==> src/rtl/alc_pkg.sv <==
`default_nettype none

package alc_pkg;

  // Field widths
  localparam int unsigned TempW  = 9;
  localparam int unsigned ByteW  = 8;
  localparam int unsigned RpmW   = 15;
  localparam int unsigned MinRpmW = 12;  // min_rpm_div10 * 10 fits in 12 bits
  localparam int unsigned AddrW  = 5;
  localparam int unsigned DataW  = 32;

  // Configuration register map, word index = paddr[4:2]
  typedef enum logic [2:0] {
    RegCoolantCut   = 3'd0,
    RegThrottleCut  = 3'd1,
    RegMinRpmDiv10  = 3'd2,
    RegMaxRpmDiv100 = 3'd3,
    RegCompOnDelay  = 3'd4,
    RegThrRelDelay  = 3'd5,
    RegRpmRelDelay  = 3'd6,
    RegStartDelay   = 3'd7
  } reg_idx_e;

  // Register reset values
  localparam logic signed [TempW-1:0] CoolantCutRst = 9'sd100;
  localparam logic [ByteW-1:0]        ThrottleCutRst = 8'd180;
  localparam logic [ByteW-1:0]        MinRpmDiv10Rst = 8'd50;
  localparam logic [ByteW-1:0]        MaxRpmDiv100Rst = 8'd60;

  // One control tick
  typedef struct packed {
    logic signed [TempW-1:0] coolant_temp;
    logic [ByteW-1:0]        throttle;
    logic [RpmW-1:0]         rpm;
    logic [ByteW-1:0]        rpm_div100;
    logic                    engine_running;
    logic                    ac_request;
  } tick_t;

  // One result
  typedef struct packed {
    logic compressor_on;
    logic fan_on;
    logic turning_on;
    logic coolant_lockout;
    logic throttle_lockout;
    logic rpm_lockout;
  } result_t;

endpackage

`default_nettype wire

==> src/rtl/alc_stream_if.sv <==
`default_nettype none

// Input channel: one control tick per transfer
interface alc_tick_if;
  import alc_pkg::*;

  logic                    valid;
  logic                    ready;
  logic signed [TempW-1:0] coolant_temp;
  logic [ByteW-1:0]        throttle;
  logic [RpmW-1:0]         rpm;
  logic [ByteW-1:0]        rpm_div100;
  logic                    engine_running;
  logic                    ac_request;

  modport source (
    output valid, coolant_temp, throttle, rpm, rpm_div100, engine_running, ac_request,
    input  ready
  );
  modport sink (
    input  valid, coolant_temp, throttle, rpm, rpm_div100, engine_running, ac_request,
    output ready
  );
endinterface

// Output channel: one result per transfer
interface alc_result_if;
  logic valid;
  logic ready;
  logic compressor_on;
  logic fan_on;
  logic turning_on;
  logic coolant_lockout;
  logic throttle_lockout;
  logic rpm_lockout;

  modport source (
    output valid, compressor_on, fan_on, turning_on, coolant_lockout,
           throttle_lockout, rpm_lockout,
    input  ready
  );
  modport sink (
    input  valid, compressor_on, fan_on, turning_on, coolant_lockout,
           throttle_lockout, rpm_lockout,
    output ready
  );
endinterface

`default_nettype wire

==> src/rtl/aircon_lockout_controller.sv <==
// An accepted tick is held in the input register; its result is then registered in the result register.
// Throughput: one tick per cycle; the input register refills while the result register
// drains, so the block only stalls when the result register is full and not taken.
// All state updates happen in the one combinational pass between the two registers.
// Reset (rst_ni low, asynchronous): lockout flags, delay counters, A/C flags and both
// valid bits clear; configuration registers return to their documented defaults.
`default_nettype none

module aircon_lockout_controller (
  input  wire                         clk_i,
  input  wire                         rst_ni,
  alc_tick_if.sink                    in_i,
  alc_result_if.source                out_o,
  input  wire                         psel,
  input  wire                         penable,
  input  wire                         pwrite,
  input  wire [alc_pkg::AddrW-1:0]    paddr,
  input  wire [alc_pkg::DataW-1:0]    pwdata,
  output logic [alc_pkg::DataW-1:0]   prdata,
  output logic                        pready
);
  import alc_pkg::*;

  // Configuration registers
  logic signed [TempW-1:0] coolant_cut_q;
  logic [ByteW-1:0] throttle_cut_q, min_rpm_div10_q, max_rpm_div100_q;
  logic [ByteW-1:0] comp_on_delay_q, thr_rel_delay_q, rpm_rel_delay_q, start_delay_q;

  reg_idx_e reg_idx;
  logic     cfg_wr;

  assign reg_idx = reg_idx_e'(paddr[AddrW-1:2]);
  assign cfg_wr  = psel & penable & pwrite;
  assign pready  = 1'b1;

  // Register writes
  always_ff @(posedge clk_i or negedge rst_ni) begin
    if (!rst_ni) begin
      coolant_cut_q    <= CoolantCutRst;
      throttle_cut_q   <= ThrottleCutRst;
      min_rpm_div10_q  <= MinRpmDiv10Rst;
      max_rpm_div100_q <= MaxRpmDiv100Rst;
      comp_on_delay_q  <= '0;
      thr_rel_delay_q  <= '0;
      rpm_rel_delay_q  <= '0;
      start_delay_q    <= '0;
    end else if (cfg_wr) begin
      case (reg_idx)
        RegCoolantCut:   coolant_cut_q    <= $signed(pwdata[TempW-1:0]);
        RegThrottleCut:  throttle_cut_q   <= pwdata[ByteW-1:0];
        RegMinRpmDiv10:  min_rpm_div10_q  <= pwdata[ByteW-1:0];
        RegMaxRpmDiv100: max_rpm_div100_q <= pwdata[ByteW-1:0];
        RegCompOnDelay:  comp_on_delay_q  <= pwdata[ByteW-1:0];
        RegThrRelDelay:  thr_rel_delay_q  <= pwdata[ByteW-1:0];
        RegRpmRelDelay:  rpm_rel_delay_q  <= pwdata[ByteW-1:0];
        RegStartDelay:   start_delay_q    <= pwdata[ByteW-1:0];
        default: ;
      endcase
    end
  end

  // Register reads
  always_comb begin
    case (reg_idx)
      RegCoolantCut:   prdata = DataW'(coolant_cut_q);
      RegThrottleCut:  prdata = DataW'(throttle_cut_q);
      RegMinRpmDiv10:  prdata = DataW'(min_rpm_div10_q);
      RegMaxRpmDiv100: prdata = DataW'(max_rpm_div100_q);
      RegCompOnDelay:  prdata = DataW'(comp_on_delay_q);
      RegThrRelDelay:  prdata = DataW'(thr_rel_delay_q);
      RegRpmRelDelay:  prdata = DataW'(rpm_rel_delay_q);
      RegStartDelay:   prdata = DataW'(start_delay_q);
      default:         prdata = '0;
    endcase
  end

  // Input register and result register handshake
  tick_t   in_q;
  logic    in_valid_q;
  result_t res_q, res_d;
  logic    out_valid_q;
  logic    advance;

  assign advance     = in_valid_q & (~out_valid_q | out_o.ready);
  assign in_i.ready  = ~in_valid_q | advance;

  always_ff @(posedge clk_i or negedge rst_ni) begin
    if (!rst_ni) begin
      in_valid_q  <= 1'b0;
      out_valid_q <= 1'b0;
    end else begin
      if (in_i.ready) begin
        in_valid_q <= in_i.valid;
      end
      if (advance) begin
        out_valid_q <= 1'b1;
      end else if (out_o.ready) begin
        out_valid_q <= 1'b0;
      end
    end
  end

  // Payload registers
  always_ff @(posedge clk_i) begin
    if (in_i.ready && in_i.valid) begin
      in_q.coolant_temp   <= in_i.coolant_temp;
      in_q.throttle       <= in_i.throttle;
      in_q.rpm            <= in_i.rpm;
      in_q.rpm_div100     <= in_i.rpm_div100;
      in_q.engine_running <= in_i.engine_running;
      in_q.ac_request     <= in_i.ac_request;
    end
    if (advance) begin
      res_q <= res_d;
    end
  end

  assign out_o.valid            = out_valid_q;
  assign out_o.compressor_on    = res_q.compressor_on;
  assign out_o.fan_on           = res_q.fan_on;
  assign out_o.turning_on       = res_q.turning_on;
  assign out_o.coolant_lockout  = res_q.coolant_lockout;
  assign out_o.throttle_lockout = res_q.throttle_lockout;
  assign out_o.rpm_lockout      = res_q.rpm_lockout;

  // Controller state
  logic coolant_lock_q, coolant_lock_d;
  logic thr_lock_q, thr_lock_d;
  logic rpm_lock_q, rpm_lock_d;
  logic [ByteW-1:0] thr_cnt_q, thr_cnt_d;
  logic [ByteW-1:0] rpm_cnt_q, rpm_cnt_d;
  logic [ByteW-1:0] comp_cnt_q, comp_cnt_d;
  logic [ByteW-1:0] run_cnt_q, run_cnt_d;
  logic comp_q, comp_d;
  logic fan_q, fan_d;

  logic signed [TempW:0] temp_ext, cut_ext, cut_m1;
  logic [MinRpmW-1:0]    min_rpm;
  logic                  waited, rpm_bad, allow;

  // One control tick: counters, lockouts, then A/C drive
  always_comb begin
    run_cnt_d      = run_cnt_q;
    coolant_lock_d = coolant_lock_q;
    thr_lock_d     = thr_lock_q;
    thr_cnt_d      = thr_cnt_q;
    rpm_lock_d     = rpm_lock_q;
    rpm_cnt_d      = rpm_cnt_q;
    comp_cnt_d     = comp_cnt_q;
    comp_d         = comp_q;
    fan_d          = fan_q;
    waited         = 1'b0;

    // post-start delay
    if (in_q.engine_running) begin
      if (run_cnt_q >= start_delay_q) begin
        waited = 1'b1;
      end else begin
        run_cnt_d = run_cnt_q + 8'd1;
      end
    end else begin
      run_cnt_d = '0;
    end

    // coolant hysteresis, one degree band
    temp_ext = {in_q.coolant_temp[TempW-1], in_q.coolant_temp};
    cut_ext  = {coolant_cut_q[TempW-1], coolant_cut_q};
    cut_m1   = cut_ext - 10'sd1;
    if (temp_ext > cut_ext) begin
      coolant_lock_d = 1'b1;
    end else if (temp_ext < cut_m1) begin
      coolant_lock_d = 1'b0;
    end

    // throttle lockout with release delay
    if (in_q.throttle > throttle_cut_q) begin
      thr_lock_d = 1'b1;
      thr_cnt_d  = '0;
    end else if (thr_lock_q) begin
      if (thr_cnt_q >= thr_rel_delay_q) begin
        thr_lock_d = 1'b0;
      end else begin
        thr_cnt_d = thr_cnt_q + 8'd1;
      end
    end else begin
      thr_cnt_d = '0;
    end

    // rpm window; minimum = min_rpm_div10 * 10
    min_rpm = {1'b0, min_rpm_div10_q, 3'b000} + {3'b000, min_rpm_div10_q, 1'b0};
    rpm_bad = (in_q.rpm < RpmW'(min_rpm)) || (in_q.rpm_div100 > max_rpm_div100_q);
    if (rpm_bad) begin
      rpm_lock_d = 1'b1;
      rpm_cnt_d  = '0;
    end else if (rpm_cnt_q >= rpm_rel_delay_q) begin
      rpm_lock_d = 1'b0;
    end else begin
      rpm_cnt_d = rpm_cnt_q + 8'd1;
    end

    // A/C drive
    allow = in_q.ac_request & waited & ~coolant_lock_d & ~thr_lock_d & ~rpm_lock_d;
    if (allow) begin
      fan_d = 1'b1;
      if (comp_cnt_q >= comp_on_delay_q) begin
        comp_d = 1'b1;
      end else begin
        comp_cnt_d = comp_cnt_q + 8'd1;
      end
    end else begin
      fan_d      = 1'b0;
      comp_d     = 1'b0;
      comp_cnt_d = '0;
    end

    res_d.compressor_on    = comp_d;
    res_d.fan_on           = fan_d;
    res_d.turning_on       = allow;
    res_d.coolant_lockout  = coolant_lock_d;
    res_d.throttle_lockout = thr_lock_d;
    res_d.rpm_lockout      = rpm_lock_d;
  end

  // State update, once per processed tick
  always_ff @(posedge clk_i or negedge rst_ni) begin
    if (!rst_ni) begin
      coolant_lock_q <= 1'b0;
      thr_lock_q     <= 1'b0;
      rpm_lock_q     <= 1'b0;
      thr_cnt_q      <= '0;
      rpm_cnt_q      <= '0;
      comp_cnt_q     <= '0;
      run_cnt_q      <= '0;
      comp_q         <= 1'b0;
      fan_q          <= 1'b0;
    end else if (advance) begin
      coolant_lock_q <= coolant_lock_d;
      thr_lock_q     <= thr_lock_d;
      rpm_lock_q     <= rpm_lock_d;
      thr_cnt_q      <= thr_cnt_d;
      rpm_cnt_q      <= rpm_cnt_d;
      comp_cnt_q     <= comp_cnt_d;
      run_cnt_q      <= run_cnt_d;
      comp_q         <= comp_d;
      fan_q          <= fan_d;
    end
  end

`ifndef NO_ASSERTIONS
  // compressor never runs without the fan
  a_comp_needs_fan: assert property (@(posedge clk_i) disable iff (!rst_ni)
    comp_q |-> fan_q)
    else $error("compressor flag set without fan flag");

  // on-delay counter only advances while A/C is granted
  a_comp_cnt_fan: assert property (@(posedge clk_i) disable iff (!rst_ni)
    (comp_cnt_q != '0) |-> fan_q)
    else $error("compressor on-delay count running while fan is off");

  // a granted result never carries a lockout
  a_turn_no_lock: assert property (@(posedge clk_i) disable iff (!rst_ni)
    (out_valid_q && res_q.turning_on) |->
      !(res_q.coolant_lockout || res_q.throttle_lockout || res_q.rpm_lockout))
    else $error("turning_on with a lockout set");

  // input stalls only when a tick is held behind a blocked result
  a_stall_cause: assert property (@(posedge clk_i) disable iff (!rst_ni)
    !in_i.ready |-> (in_valid_q && out_valid_q && !out_o.ready))
    else $error("input stalled without a blocked result");

  // a processed tick always shows up as a result on the next cycle
  a_result_follows: assert property (@(posedge clk_i) disable iff (!rst_ni)
    advance |=> out_valid_q)
    else $error("processed tick produced no result");
`endif

endmodule

`default_nettype wire

==> src/flat_wrapper.sv <==
// flat-port wrapper written by rule: the top's interface ports become plain ports
module aircon_lockout_controller_flat import alc_pkg::*;
  (clk_i, rst_ni, psel, penable, pwrite, paddr, pwdata, prdata, pready, in_i_valid, in_i_coolant_temp, in_i_throttle, in_i_rpm, in_i_rpm_div100, in_i_engine_running, in_i_ac_request, in_i_ready, out_o_valid, out_o_compressor_on, out_o_fan_on, out_o_turning_on, out_o_coolant_lockout, out_o_throttle_lockout, out_o_rpm_lockout, out_o_ready);
  alc_tick_if in_i_i ();
  alc_result_if out_o_i ();
  input  wire clk_i;
  input  wire rst_ni;
  input  wire psel;
  input  wire penable;
  input  wire pwrite;
  input  wire [alc_pkg::AddrW-1:0] paddr;
  input  wire [alc_pkg::DataW-1:0] pwdata;
  output logic [alc_pkg::DataW-1:0] prdata;
  output logic pready;
  input wire logic [$bits(in_i_i.valid)-1:0] in_i_valid;
  input wire logic [$bits(in_i_i.coolant_temp)-1:0] in_i_coolant_temp;
  input wire logic [$bits(in_i_i.throttle)-1:0] in_i_throttle;
  input wire logic [$bits(in_i_i.rpm)-1:0] in_i_rpm;
  input wire logic [$bits(in_i_i.rpm_div100)-1:0] in_i_rpm_div100;
  input wire logic [$bits(in_i_i.engine_running)-1:0] in_i_engine_running;
  input wire logic [$bits(in_i_i.ac_request)-1:0] in_i_ac_request;
  output wire logic [$bits(in_i_i.ready)-1:0] in_i_ready;
  output wire logic [$bits(out_o_i.valid)-1:0] out_o_valid;
  output wire logic [$bits(out_o_i.compressor_on)-1:0] out_o_compressor_on;
  output wire logic [$bits(out_o_i.fan_on)-1:0] out_o_fan_on;
  output wire logic [$bits(out_o_i.turning_on)-1:0] out_o_turning_on;
  output wire logic [$bits(out_o_i.coolant_lockout)-1:0] out_o_coolant_lockout;
  output wire logic [$bits(out_o_i.throttle_lockout)-1:0] out_o_throttle_lockout;
  output wire logic [$bits(out_o_i.rpm_lockout)-1:0] out_o_rpm_lockout;
  input wire logic [$bits(out_o_i.ready)-1:0] out_o_ready;
  assign in_i_i.valid = in_i_valid;
  assign in_i_i.coolant_temp = in_i_coolant_temp;
  assign in_i_i.throttle = in_i_throttle;
  assign in_i_i.rpm = in_i_rpm;
  assign in_i_i.rpm_div100 = in_i_rpm_div100;
  assign in_i_i.engine_running = in_i_engine_running;
  assign in_i_i.ac_request = in_i_ac_request;
  assign in_i_ready = in_i_i.ready;
  assign out_o_valid = out_o_i.valid;
  assign out_o_compressor_on = out_o_i.compressor_on;
  assign out_o_fan_on = out_o_i.fan_on;
  assign out_o_turning_on = out_o_i.turning_on;
  assign out_o_coolant_lockout = out_o_i.coolant_lockout;
  assign out_o_throttle_lockout = out_o_i.throttle_lockout;
  assign out_o_rpm_lockout = out_o_i.rpm_lockout;
  assign out_o_i.ready = out_o_ready;
  aircon_lockout_controller u_core (.clk_i(clk_i), .rst_ni(rst_ni), .in_i(in_i_i), .out_o(out_o_i), .psel(psel), .penable(penable), .pwrite(pwrite), .paddr(paddr), .pwdata(pwdata), .prdata(prdata), .pready(pready));
endmodule
==> config.mk <==
export PLATFORM = sky130hd
export DESIGN_NAME = aircon_lockout_controller_flat
export DESIGN_NICKNAME = d
export VERILOG_FILES = /design/src/rtl/alc_pkg.sv /design/src/rtl/alc_stream_if.sv /design/src/rtl/aircon_lockout_controller.sv /design/src/flat_wrapper.sv
export SDC_FILE = /design/constraint.sdc
export NUM_CORES = 1
export LEC_CHECK = 0
export ABC_CLOCK_PERIOD_IN_PS = 4810
export BUFFER_PORTS_ARGS = -buffer_cell sky130_fd_sc_hd__clkbuf_2
export CORE_UTILIZATION = 48
export CTS_CLUSTER_DIAMETER = 150
export DETAILED_ROUTE_END_ITERATION = 8
export PLACE_DENSITY = 0.65
export SYNTH_ARGS = -nofsm -noshare
export SYNTH_HDL_FRONTEND = slang
export SYNTH_SLANG_ARGS = --single-unit
==> constraint.sdc <==
create_clock -name clk_i -period 4.81 [get_ports clk_i]
set_input_delay 0 -clock clk_i [delete_from_list [all_inputs] [get_ports clk_i]]
set_output_delay 0 -clock clk_i [all_outputs]
set_load 0.1 [all_outputs]
# After elaboration in Yosys (flattened, before gate mapping)
# Cells that the tools add are included.
dict set report word_totals {
  ff_bits 151
  word_cells 110
  input_bits 86
}
dict set report op_classes {
  muxes 24
  magnitude_cmp 9
  n_bitwise 14
  eq_ne 11
  add_sub_neg 6
  reduce_logical 16
}
# operator count
set op_table {}
lappend op_table {{32-bit case mux with 8 select lines} 1}
lappend op_table {{8-bit 2-to-1 mux} 9}
lappend op_table {{8-bit by 1-bit adder with 8-bit output, second input constant} 4}
lappend op_table {{8-bit >= comparator} 4}
lappend op_table {{2-bit AND reduction} 12}
lappend op_table {{8-bit greater-than comparator} 2}
lappend op_table {{15-bit by 12-bit < comparator with 1-bit output} 1}
lappend op_table {{1-bit 2-to-1 mux} 14}
lappend op_table {{11-bit by 9-bit adder with 12-bit output} 1}
lappend op_table {{3-bit == test, second input constant} 4}
lappend op_table {{9-bit by 10-bit < comparator with 1-bit output} 1}
lappend op_table {{9-bit by 2-bit subtractor with 10-bit output, second input constant} 1}
lappend op_table {{9-bit greater-than comparator} 1}
lappend op_table {{1-bit bitwise AND} 7}
lappend op_table {{3-bit by 2-bit == test with 1-bit output, second input constant} 2}
lappend op_table {{1-bit NOT} 5}
lappend op_table {{2-bit != test, second input constant} 2}
lappend op_table {{3-bit by 1-bit == test with 1-bit output, second input constant} 1}
lappend op_table {{3-bit logical NOT} 1}
lappend op_table {{3-bit != test, second input constant} 1}
lappend op_table {{2-bit by 1-bit != test with 1-bit output, second input constant} 1}
lappend op_table {{1-bit bitwise OR} 2}
lappend op_table {{2-bit nonzero test} 1}
lappend op_table {{1-bit logical AND} 1}
lappend op_table {{1-bit logical OR} 1}

# Logic depth before layout (Yosys ltp)
# Gate-level depths: netlist of run 1.
dict set report logic_depth {
  ltp_word 10
  mapped_depth 18
}

# Worst setup path before layout of run 1
# Ideal clock, no wire load.
dict set report synth_timing {
  kind {reg-to-reg}
  start {reg u_core.min_rpm_div10_q[0]}
  end {reg u_core.res_q, in the netlist u_core.out_o.compressor_on (data pin)}
  required_time_ps 4664
  path_buffers 1
  arrival_time_ps 3220
  synth_period_minus_slack_ps 3366
  setup_time_ps 146
  path_stages_with_launch 17
  slack_ps 1444
  cell_sequence {dfrtp_1 -> ha_1 -> fa_1 -> a21oi_1 -> nor2_1 -> nor2_1 -> nor2b_1 -> o21ai_0 -> nand2b_1 -> xnor2_1 -> ha_1 -> nand3_1 -> o31ai_1 -> and3_1 -> clkbuf_1 -> nand2_1 -> a21oi_1}
}
dict set report synth_between {
  elab_chain_len 7
}
# item line
set synth_lines {}
lappend synth_lines {{start, declared} aircon_lockout_controller.sv:26} ;# logic [ByteW-1:0] throttle_cut_q, min_rpm_div10_q, max_rpm_div100_q;
lappend synth_lines {{start signal, assigned} aircon_lockout_controller.sv:41} ;# min_rpm_div10_q <= MinRpmDiv10Rst;
lappend synth_lines {{start signal, assigned} aircon_lockout_controller.sv:51} ;# RegMinRpmDiv10: min_rpm_div10_q <= pwdata[ByteW-1:0];
lappend synth_lines {{11-bit by 9-bit adder with 12-bit output} aircon_lockout_controller.sv:190} ;# min_rpm = {1'b0, min_rpm_div10_q, 3'b000} + {3'b000, min_rpm_div10_q, 1'b0};
lappend synth_lines {{15-bit by 12-bit < comparator with 1-bit output} aircon_lockout_controller.sv:191} ;# rpm_bad = (in_q.rpm < RpmW'(min_rpm)) || (in_q.rpm_div100 > max_rpm_div100_q);
lappend synth_lines {{1-bit logical OR} aircon_lockout_controller.sv:191}
lappend synth_lines {{1-bit 2-to-1 mux} aircon_lockout_controller.sv:192} ;# if (rpm_bad) begin
lappend synth_lines {{1-bit NOT} aircon_lockout_controller.sv:202} ;# allow = in_q.ac_request & waited & ~coolant_lock_d & ~thr_lock_d & ~rpm_lock_d;
lappend synth_lines {{1-bit bitwise AND} aircon_lockout_controller.sv:202}
lappend synth_lines {{1-bit 2-to-1 mux} aircon_lockout_controller.sv:203} ;# if (allow) begin
lappend synth_lines {{via u_core.comp_d} aircon_lockout_controller.sv:134} ;# logic comp_q, comp_d;
lappend synth_lines {{end signal, assigned} aircon_lockout_controller.sv:114} ;# res_q <= res_d;
lappend synth_lines {{end, declared} aircon_lockout_controller.sv:80} ;# result_t res_q, res_d;
# The timed path passes the listed nets, and every way through them passes these cells.
# A chain may end at the register's enable or synchronous reset.

# Worst setup path after layout of run 1
dict set report layout_timing {
  start {reg u_core.min_rpm_div10_q[2]}
  end {reg u_core.comp_cnt_q[5]}
}
dict set report layout_between {
  elab_chain_len 8
}
# item line
set layout_lines {}
lappend layout_lines {{11-bit by 9-bit adder with 12-bit output *} aircon_lockout_controller.sv:190}
lappend layout_lines {{15-bit by 12-bit < comparator with 1-bit output *} aircon_lockout_controller.sv:191}
lappend layout_lines {{1-bit logical OR *} aircon_lockout_controller.sv:191}
lappend layout_lines {{1-bit 2-to-1 mux *} aircon_lockout_controller.sv:192}
lappend layout_lines {{1-bit NOT *} aircon_lockout_controller.sv:202}
lappend layout_lines {{1-bit bitwise AND *} aircon_lockout_controller.sv:202}
lappend layout_lines {{2-bit != test (no line)} n/a}
lappend layout_lines {{2-bit AND reduction (no line)} n/a}
lappend layout_lines {{end signal, assigned} aircon_lockout_controller.sv:242} ;# comp_cnt_q <= comp_cnt_d;
lappend layout_lines {{end, declared} aircon_lockout_controller.sv:132} ;# logic [ByteW-1:0] comp_cnt_q, comp_cnt_d;
# Every way passes the cells marked *; elsewhere a longest branch is shown, timed or not.

==> results.yml, run 1 <==
placement:
  dpl.hpwl_um: 14290
  place_congestion: 0.8192
  placed_cells: 1116
  dpl_cell_area_um2: 9153
  portBuffers: 99
yosys:
  netlist.area_leader.share: 0.2586
  synth_area_leader_cell: "dfrtp_1"
  ys_warn_count: 0
  synth_nets: 1008
  syn_area_per_cell_um2: 10.34
  yosysUniqueCellTypes: 57
  synth_area_leaders: "dfrtp_1, edfxtp_1, ha_1, o21ai_0, dfstp_2"
  ys.flop_type: "dfrtp_1"
  postSynthCellCount: 833
  synth-async-reset-ratio: 0.6913
  syn_area_um2: 8612
  ys_seq_area_frac: 0.4617
  synth_common_cells: "dfrtp_1, nand2_1, ha_1"
  synth_edf_count: 46
  synth_seq_cells: 149
critical_path:
  crit_chain: "ha_1 > fa_1 > a21oi_1 > nor2_1 > nor2_1 > nor2b_1 > o21ai_0 > nand2b_1 > xnor2_1 > ha_1 > nand2_1 > o21ai_0 > a31oi_1 > o31ai_1 > buf_4 > and3_1 > nand3_4 > o311ai_2"
  path_class: "reg2reg"
  worst_ep_arrival_time_ps: 4290
  max_stage_delay_ps: 510
  crit_path_max_fanout: 11
  cp-start-kind: "register"
  slowest_stage: "and3_1"
  cp.required_ps: 5130
  end_kind: "register"
cells_and_area:
  layout-drive-gt1-share: 0.1916
  areaGrowthSynthToFinish_pct: 19.76
  fin_area_um2: 10310
  insertedDiodeCount: 0
  final_util: 0.5922
  final_nets: 1138
  finalNonFillerCells: 1201
power_and_ir_drop:
  finalPower_mw: 4.370
  p_leak_nw: 4.734
  power-per-cell-area_nw_per_um2: 423.8
  ir_worst_vdd_mv: 0.2764
run_status:
  outcome: "finished clean"
worst_hold_path:
  hp-class: "in2reg"
drt:
  first_pass_iters: 5
  drtAntennaViolNets: 0
  post_drt_wl_per_cell_um: 16.98
  vias: 6577
  routed_wl_um: 20400
  vias_per_cell: 5.476
  drt_iter0_markers: 339
  drc: 0
sta:
  hold_viol: 0
  final_max_slew_viol_count: 0
  slew-limit-headroom: 0.2631
  fin_crit_sh: 0.8237
  fmax_mhz: 252.4
  worstMarginPinSlew_ps: 1105
  rsz0062_at_grt: "no"
  skew_ps: 6.053
  setup_viol: 0
  fin_setup_tns_ps: 0
  period_needed_ps: 3962
clock_tree:
  cts_root_buf: "clkbuf_16"
  ctsResizeCount: 0
  cts_inserted_buffers: 17
  cts_tree: "yes"
  h-tree-depth: 4
  cts_sinks: 149
  clk_pin_slew_ps: 60
  insertion_delay_ps: 420
  post-cts-setup-buffers: 0
  clock_path_buffers: 2
floorplan:
  pin_count: 127
  num_rows: 48
  initial_utilization: 0.4945
  die_area_um2: 18480
  core_um2: 17420
  dieHeight_um: 135.9
  die_w_um: 135.9
grt:
  grtUsageTotal: 0.2344
  grt_max_degree: 54
  grt_pass1_wl_um: 32700
  grt-ovfl-total: 0
  antenna_found_initial: 1
  grt_pass1_vias: 6368
job:
  max_cap_violations: 0
-- metal layers --
metal  vias up  wire, um  global-route usage
li1       3219         -                   -
met1      3170      9183              0.3014
met2       159     10010              0.3960
met3        29       796             0.04325
met4         0       404             0.08025
met5         -         0                   0
-- report_power, final --
group          switching (mW)  internal [mW]
Sequential              0.151           1.52
Combinational           0.787          0.471
Clock                   0.517          0.925
-- layout make-up --
type,count,area (um^2)
Clock inverter,12,181.4
Inverter,77,289.0
Tap cell,225,281.5
Timing Repair Buffer,155,1051
Clock buffer,20,446.7
Sequential cell,149,3976
Multi-Input combinational cell,563,4088
Fill cell,1508,7103
-- critical path, delay by kind of cell, from the launching register on --
kind                     cells  cell delay [ps]
adder cells (fa/ha/maj)      3              950
flip-flops                   1              420
AND/OR/NAND/NOR              7             1150
buffers and inverters        1              210
XOR/XNOR                     1              140
AO/OA/AOI/OAI                6              970
-- registers in the layout (all words and copies together) (netlist names), 8 cells and up --
name / flops
u_core.thr_rel_delay_q: 8
u_core.max_rpm_div100_q: 8
u_core.min_rpm_div10_q: 8
u_core.comp_cnt_q: 8
u_core.thr_cnt_q: 8
u_core.run_cnt_q: 8
u_core.start_delay_q: 8
u_core.comp_on_delay_q: 8
u_core.rpm_rel_delay_q: 8
u_core.coolant_cut_q: 9
u_core.in_q: 41
u_core.rpm_cnt_q: 8
u_core.throttle_cut_q: 8
-- through the flow --
step                hold WS, ps  setup WS, ps
finish                    47.37         848.0
global route              27.11         504.5
CTS                       16.43         820.4
detailed placement        83.63         845.4
global placement          80.83         990.5
floorplan                -295.6          1444
-- logic make-up after synthesis --
family                     synth area share
and+or+nand+nor                      0.1292
other                             0.0004354
DFF                                  0.4617
adders and majority gates            0.1302
xor gates and xnor gates            0.02237
muxes                               0.07003
AOI/OAI and AO/OA                    0.1220
buffers and inverters               0.06407
-- path summary, 6_finish.rpt --
path                                            from                         to  slack (ps)  cells past startpoint
setup / recovery           u_core.min_rpm_div10_q[2]       u_core.comp_cnt_q[5]         850                     18
hold / removal                             pwdata[0]    u_core.start_delay_q[0]          50                      2
max in group asynchronous                     rst_ni  u_core.comp_on_delay_q[7]        3500                      3
setup reg to reg           u_core.min_rpm_div10_q[2]       u_core.comp_cnt_q[5]         850                     18
hold reg to reg                    u_core.in_valid_q         u_core.out_o.valid         490                      1
min in group asynchronous                     rst_ni         u_core.out_o.valid         140                      2
-- cells in the final DEF, fill, tap and decap left out, types with 5 or more instances in the layout --
master	instances
dlygate4sd3_1	53
bufinv_16	5
dfrtp_1	89
edfxtp_1	46
nand4_1	24
ha_1	88
and3_1	11
o21ai_0	83
inv_1	76
nor2b_1	8
dfstp_2	14
nand3_1	18
nor2_1	41
xnor2_1	11
clkbuf_16	17
a21o_1	11
o211ai_1	5
mux2_2	30
nand2b_1	7
or3_1	10
a31oi_1	5
clkinv_1	7
o22ai_1	8
mux4_2	10
a21oi_1	37
nor3_1	8
nand2_1	89
clkbuf_2	98
xor2_1	11
-- timing repair --
item	CTS	global route
endpoints found under the setup margin	0	0
endpoints found under the hold margin	123	0
hold buffers	53	0
Power figures use the tool's default switching activity.
==> inputs of run 2 (changes only) <==
--- a/config.mk
+++ b/config.mk
@@ -5,7 +5,7 @@
 export SDC_FILE = /design/constraint.sdc
 export NUM_CORES = 1
 export LEC_CHECK = 0
-export ABC_CLOCK_PERIOD_IN_PS = 4810
+export ABC_CLOCK_PERIOD_IN_PS = 3710
 export BUFFER_PORTS_ARGS = -buffer_cell sky130_fd_sc_hd__clkbuf_2
 export CORE_UTILIZATION = 48
 export CTS_CLUSTER_DIAMETER = 150
==> constraint.sdc (replaced) <==
create_clock -name clk_i -period 3.71 [get_ports clk_i]
set_input_delay 0 -clock clk_i [delete_from_list [all_inputs] [get_ports clk_i]]
set_output_delay 0 -clock clk_i [all_outputs]
set_load 0.1 [all_outputs]
==> run 2 against run 1 <==
Net effect: first-iteration DRC count fell by 0.59%; utilization rose by 0.76 points; flip-flop and latch count did not move; largest power group unchanged; highest routed layer unchanged.
==> results.yml, run 2 (same netlist as run 1, synthesis figures left out) <==
run_status:
  outcome: "finished clean"
floorplan:
  pin_count: 127
  initial_utilization: 0.4945
  die_area_um2: 18480
  core_um2: 17420
  dieHeight_um: 135.9
  num_rows: 48
  die_w_um: 135.9
drt:
  vias: 6490
  drt_iter0_markers: 337
  post_drt_wl_per_cell_um: 16.91
  drc: 0
  drtAntennaViolNets: 0
  vias_per_cell: 5.328
  first_pass_iters: 5
  routed_wl_um: 20590
sta:
  fmax_mhz: 291.5
  slew-limit-headroom: 0.2825
  worstMarginPinSlew_ps: 1076
  fin_crit_sh: 0.9246
  rsz0062_at_grt: "no"
  fin_setup_tns_ps: 0
  setup_viol: 0
  skew_ps: 8.605
  final_max_slew_viol_count: 0
  period_needed_ps: 3430
  hold_viol: 0
worst_hold_path:
  hp-class: "in2reg"
  hp-start: "pwdata[0]"
  min_path_cells: 2
  hold_end: "u_core.max_rpm_div100_q[0]"
power_and_ir_drop:
  finalPower_mw: 5.618
  p_leak_nw: 4.806
  ir_worst_vdd_mv: 0.3772
  power-per-cell-area_nw_per_um2: 537.8
cells_and_area:
  final_common_cell: "clkbuf_2"
  layout_common_cells: "clkbuf_2, nand2_1, dfrtp_1, ha_1, o21ai_0"
  largest_reg_flops: 41
  final_nets: 1155
  top_register: "u_core.in_q"
  largestRegisters: "u_core.in_q x41, u_core.coolant_cut_q x9"
  insertedDiodeCount: 0
  fin_area_um2: 10450
  fillers: 1483
  areaGrowthSynthToFinish_pct: 21.30
  layout-drive-gt1-share: 0.2165
placement:
  portBuffers: 99
  place_congestion: 0.8214
  dpl.hpwl_um: 14630
  dpl_cell_area_um2: 9285
grt:
  grt_max_degree: 44
  grtUsageTotal: 0.2359
  grt-ovfl-total: 0
  grt_pass1_vias: 6365
  antenna_found_initial: 1
  grt_pass1_wl_um: 32950
critical_path:
  worst_ep_arrival_time_ps: 3740
  r2r_slack_ps: 280
  cp-start-kind: "register"
  r2r_start: "u_core.min_rpm_div10_q[1]"
  path_class: "reg2reg"
  end_kind: "register"
  r2r_end: "u_core.comp_cnt_q[4]"
  cp.required_ps: 4020
  crit_path_max_fanout: 6
  r2r_cells: 17
clock_tree:
  cts_sinks: 149
  clk_pin_slew_ps: 60
  cts_tree: "yes"
  h-tree-depth: 4
  cts_root_buf: "clkbuf_16"
  cts_inserted_buffers: 17
  clock_path_buffers: 2
  insertion_delay_ps: 430
job:
  max_cap_violations: 0
-- run 2: worst max-delay path: stages (launching register included) --
cell and delay [ps]:
dfstp_2 580, ha_1 240, a21o_1 170, a21oi_2 170, o21bai_1 80, a21oi_1 230, nor2b_1 70, o21ai_0 190
xor2_1 170, ha_1 260, a31oi_1 180, o31ai_1 90, buf_4 170, and3_4 170, buf_4 150, buf_12 120
a41oi_1 170, o31ai_1 90
-- run 2: through the flow --
step / std cells / setup slack (ps) / hold slack, ps / utilization
after floorplan: 833 / 343.7 / -295.6 / -
after global placement: 1132 / 117.6 / 39.77 / 0.5331
after detailed placement: 1132 / 32.97 / 46.93 / 0.5331
after CTS: 1217 / 27.85 / 25.76 / 0.5983
after global routing: 1218 / 0.6253 / 53.06 / 0.5998
final: 1218 / 279.8 / 48.80 / 0.5998
-- run 2: cell type report --
cell class                      count  area, um^2  share of cell area
Sequential cell                   149        3976              0.3806
Timing Repair Buffer              172        1191              0.1140
Tap cell                          225       281.5             0.02695
Inverter                           77       289.0             0.02767
Clock inverter                     15       180.2             0.01725
Clock buffer                       17       425.4             0.04072
Multi-Input combinational cell    563        4103              0.3927
-- run 2: worst max path at each step --
stage	from	to	slack, ps
6_report	u_core.min_rpm_div10_q[1]	u_core.comp_cnt_q[4]	280
5_1_grt	u_core.min_rpm_div10_q[0]	u_core.comp_cnt_q[4]	0.6
4_1_cts	u_core.min_rpm_div10_q[0]	u_core.comp_cnt_q[4]	30
3_5_place_dp	u_core.min_rpm_div10_q[0]	u_core.comp_cnt_q[4]	30
3_3_place_gp	u_core.min_rpm_div10_q[0]	u_core.comp_cnt_q[4]	120
2_1_floorplan	u_core.min_rpm_div10_q[0]	u_core.out_o.compressor_on	340
-- run 2: metal layers --
layer	wire length, um	vias up	global-route usage
li1	-	3252	-
met1	9260	3089	0.3039
met2	10260	133	0.3999
met3	775	16	0.04213
met4	299	0	0.07901
met5	0	-	0
-- run 2: repair_timing --
item / 4_1_cts / 5_1_grt
endpoints found under the setup margin: 0 / 20
setup buffers: 0 / 1
hold endpoints to repair: 118 / 0
resized for setup: 0 / 8
hold buffers: 53 / 0
-- run 2: power by group --
group	internal [mW]	leakage, nW	switching (mW)
Sequential	1.97	1.71	0.199
Combinational	0.639	2.81	1.03
Clock	1.06	0.291	0.723
